<file path="src/rtl/core/pst_ram.sv">
module pst_ram #(
  parameter int unsigned WIDTH = 16,
  parameter int unsigned DEPTH = 256
) (
  input  logic                     clk_i,
  input  logic                     we_i,
  input  logic [$clog2(DEPTH)-1:0] waddr_i,
  input  logic [WIDTH-1:0]         wdata_i,
  input  logic                     re_i,
  input  logic [$clog2(DEPTH)-1:0] raddr_i,
  output logic [WIDTH-1:0]         rdata_o
);

  logic [WIDTH-1:0] mem_q [DEPTH];
  logic [WIDTH-1:0] rdata_q;

  // write port
  always_ff @(posedge clk_i) begin
    if (we_i) begin
      mem_q[waddr_i] <= wdata_i;
    end
  end

  // registered read port
  always_ff @(posedge clk_i) begin
    if (re_i) begin
      rdata_q <= mem_q[raddr_i];
    end
  end

  assign rdata_o = rdata_q;

endmodule

</file>
<file path="config.mk">
export PLATFORM = sky130hd
export DESIGN_NAME = pst_ram
export DESIGN_NICKNAME = d
export VERILOG_FILES = /design/src/rtl/core/pst_ram.sv
export SDC_FILE = /design/constraint.sdc
export NUM_CORES = 2
export LEC_CHECK = 0
export BUFFER_PORTS_ARGS = -buffer_cell sky130_fd_sc_hd__buf_2
export CORE_UTILIZATION = 30
export CTS_BUF_LIST = sky130_fd_sc_hd__clkbuf_4 sky130_fd_sc_hd__clkbuf_8
export DETAILED_ROUTE_END_ITERATION = 16
export PLACE_DENSITY = 0.52
export SLEW_MARGIN = 10
export SYNTH_ARGS = -nofsm -noshare
export SYNTH_HDL_FRONTEND = slang
export SYNTH_SLANG_ARGS = --single-unit
</file>
<file path="constraint.sdc">
create_clock -name clk_i -period 7.3 [get_ports clk_i]
set_input_delay 0.73 -clock clk_i [delete_from_list [all_inputs] [get_ports clk_i]]
set_output_delay 0.73 -clock clk_i [all_outputs]
set_load 0.02 [all_outputs]
</file>
==> results_dict.tcl <==
set metrics [dict create \
    cp_data_required_time_ns 8.31 \
    cts_sinks 4112 \
    holdWs_ns 0.0949 \
    post-cts-setup-buffer-count 0 \
    yosys_warnings 0 \
    setup_slack_ns 3.25 \
    multi_input_comb_area_um2 33200 \
    met2_usage_pct 27.5 \
    hpwl_mm 265 \
    fillers 48700 \
    overflow 0 \
    setup_viol 0 \
    synth_top_flop_cell "edfxtp_1" \
    grt_pass1_wl_mm 631 \
    grt_usage_pct 16.6 \
    p_leak_uw 0.0564 \
    synth.cell_area_um2 159000 \
    busiest_layer "met2" \
    cts_hold_buf 15 \
    cts_root_buf "clkbuf_8" \
    stdcell_count 15400 \
    grt_max_degree 174 \
    layout_min_cycle_time_ns 4.05 \
    synth_seq_cells 4112 \
    syn_to_final_growth_pct 14.3 \
    start_util_pct 30.2 \
    start_kind "input port" \
    viasPerCell 5.13 \
    drt-initial-drc-count 8521 \
    synthesis.instances 7360 \
    cts_tree "built" \
    setup_tns_ns 0 \
    seq_area_um2 123000 \
    crit_path_end_kind "register" \
    clockBufferDepth 4 \
    clock_latency_ns 1.27 \
    whs_path_depth 1 \
    pre_cts_ws_ns 2.12 \
    drcViolationCount 0 \
    drv_cap 0 \
    std_cell_rows 266 \
    status "finished, final reports clean" \
    hold_viol 0 \
    powerDensity_nw_per_um2 263 \
    place.port_buffers 50 \
    hp-class "input port to register" \
    drive_gt1_share_pct 28.4 \
    timing.slew.headroom_pct 8.79 \
    worst_slew_pin_slew_ns 1.35 \
    syn_area_per_cell_um2 21.6 \
    die_y_um 730 \
    placedCellCount 14300 \
    synth_cell_types 51 \
    core_area_um2 526000 \
    place_area_um2 169000 \
    die_x_um 730 \
    use_met3_pct 2.98 \
    post_drt_wl_per_cell_um 29.4 \
    fin_area_um2 182000 \
    vias 79200 \
    max_freq_ghz 0.247 \
    clk_pin_slew_ns 0.06 \
    ioPinCount 51 \
    globalplace.congestion 0.817 \
    post-route-period-util_pct 55.5 \
    r2r_cells 7 \
    use_met1_pct 22.4 \
    die-area_um2 532000 \
    worst-path-max-fanout 69 \
    slew_viol_final 0 \
    cts-buffers-inserted 636 \
    antenna_found_initial 41 \
    syn-num-nets 7395 \
    finClkSkew_ns 0.0743 \
    rsz0062_at_grt "false" \
    grt_pass1_vias 79600 \
    firstDrtPassIters 5 \
    synth-edff-count 4112 \
    ys_seq_area_share_pct 77.7 \
    max-vdd-ir-drop_uv 183 \
    ant_nets 0 \
    nNetsFinal 7989 \
    critPathKind "input port to register" \
    async_flop_share_pct 0 \
    finalWirelength_mm 454 \
    post_cts_resized 0 \
    h-tree-depth 6 \
    cp.arrival_ns 5.06 \
]
layout make-up:
class	count	share of cell area, %
Multi-Input combinational cell	2792	18.3
Clock buffer	825	5.60
Sequential cell	4112	68.0
Clock inverter	300	1.28
Tap cell	6968	4.80
Timing Repair Buffer	408	2.00
Inverter	4	0.0152
Antenna cell	19	0.0262
kinds of logic (layout without fill, tap and decap cells):
family | Yosys count | count (layout) | share of synthesized area, %
AO/OA/AOI/OAI | 786 | 786 | 3.53
buffers and inverters | 456 | 1537 | 1.69
flip-flops | 4112 | 4112 | 77.7
multiplexers | 1450 | 1450 | 15.5
other | 0 | 19 | 0
AND/OR/NAND/NOR | 556 | 556 | 1.57
worst max-delay path, stage by stage:
cell,delay [ns]
buf_8,0.47
nand2b_4,0.55
buf_12,0.38
o221ai_1,0.34
o22ai_1,0.13
o21ai_0,0.99
nand3_1,0.61
nor4_1,0.49
metal layers:
layer	up-vias	part of all wire [%]
met2	3012	49
met3	663	6.8
li1	32600	-
met4	16	2.9
met1	42900	42
met5	-	0.025
synthesized netlist by cell type, types with 43 or more instances:
master / count / area share [%]
a22oi_1: 43 / 0.20
mux4_2: 797 / 11
a21oi_1: 175 / 0.55
clkbuf_1: 230 / 0.54
o22ai_1: 148 / 0.58
buf_6: 77 / 0.55
nor3_1: 92 / 0.29
o221ai_1: 252 / 1.4
buf_2: 76 / 0.24
mux2i_1: 565 / 3.6
mux2_2: 88 / 0.62
edfxtp_1: 4112 / 78
nor2_1: 304 / 0.72
flip-flops by register name, indices dropped and copies added (netlist names):
| register | cells |
|---|---|
| mem_q | 4096 |
| rdata_o | 16 |
placed cells by master, fill, tap and decap left out, types with 18 or more instances in the layout:
master / n
diode_2: 19
clkinv_2: 70
a221oi_1: 28
clkinv_1: 145
o32ai_1: 19
clkbuf_4: 189
o21ai_0: 36
clkbuf_8: 637
nand4_1: 26
buf_12: 36
inv_12: 20
nor2_2: 88
mux4_2: 797
nor2_1: 199
buf_2: 29
o221ai_1: 252
a22o_1: 32
mux2i_1: 565
a22oi_1: 43
nor3_1: 88
mux2_2: 88
o22ai_1: 148
buf_4: 307
a21oi_1: 175
a211oi_1: 18
edfxtp_1: 4112
nand3_1: 25
nand2_1: 37
report_power, final:
group	internal, uW	total, uW	switching (uW)
Combinational	802	2480	1680
Sequential	26100	26100	49.2
Clock	9880	19200	9350
Total	36700	47800	11100
stage by stage:
stage                     total power [uW]  util, %
after floorplan                      27900        -
after global placement               29100     32.1
after detailed placement             29100     32.1
after CTS                            48200     34.5
after global routing                 49200     34.5
final                                47800     34.5
worst paths after layout:
check / slack (ns) / to / from
max: 3.25 / rdata_o[11] / raddr_i[1]
min: 0.09 / mem_q[158][7] / wdata_i[7]
max reg2reg: 4.06 / rdata_o[10] / mem_q[139][10]
min reg2reg: 1.14 / rdata_o[2] / mem_q[202][2]
Power figures use the tool's default switching activity.
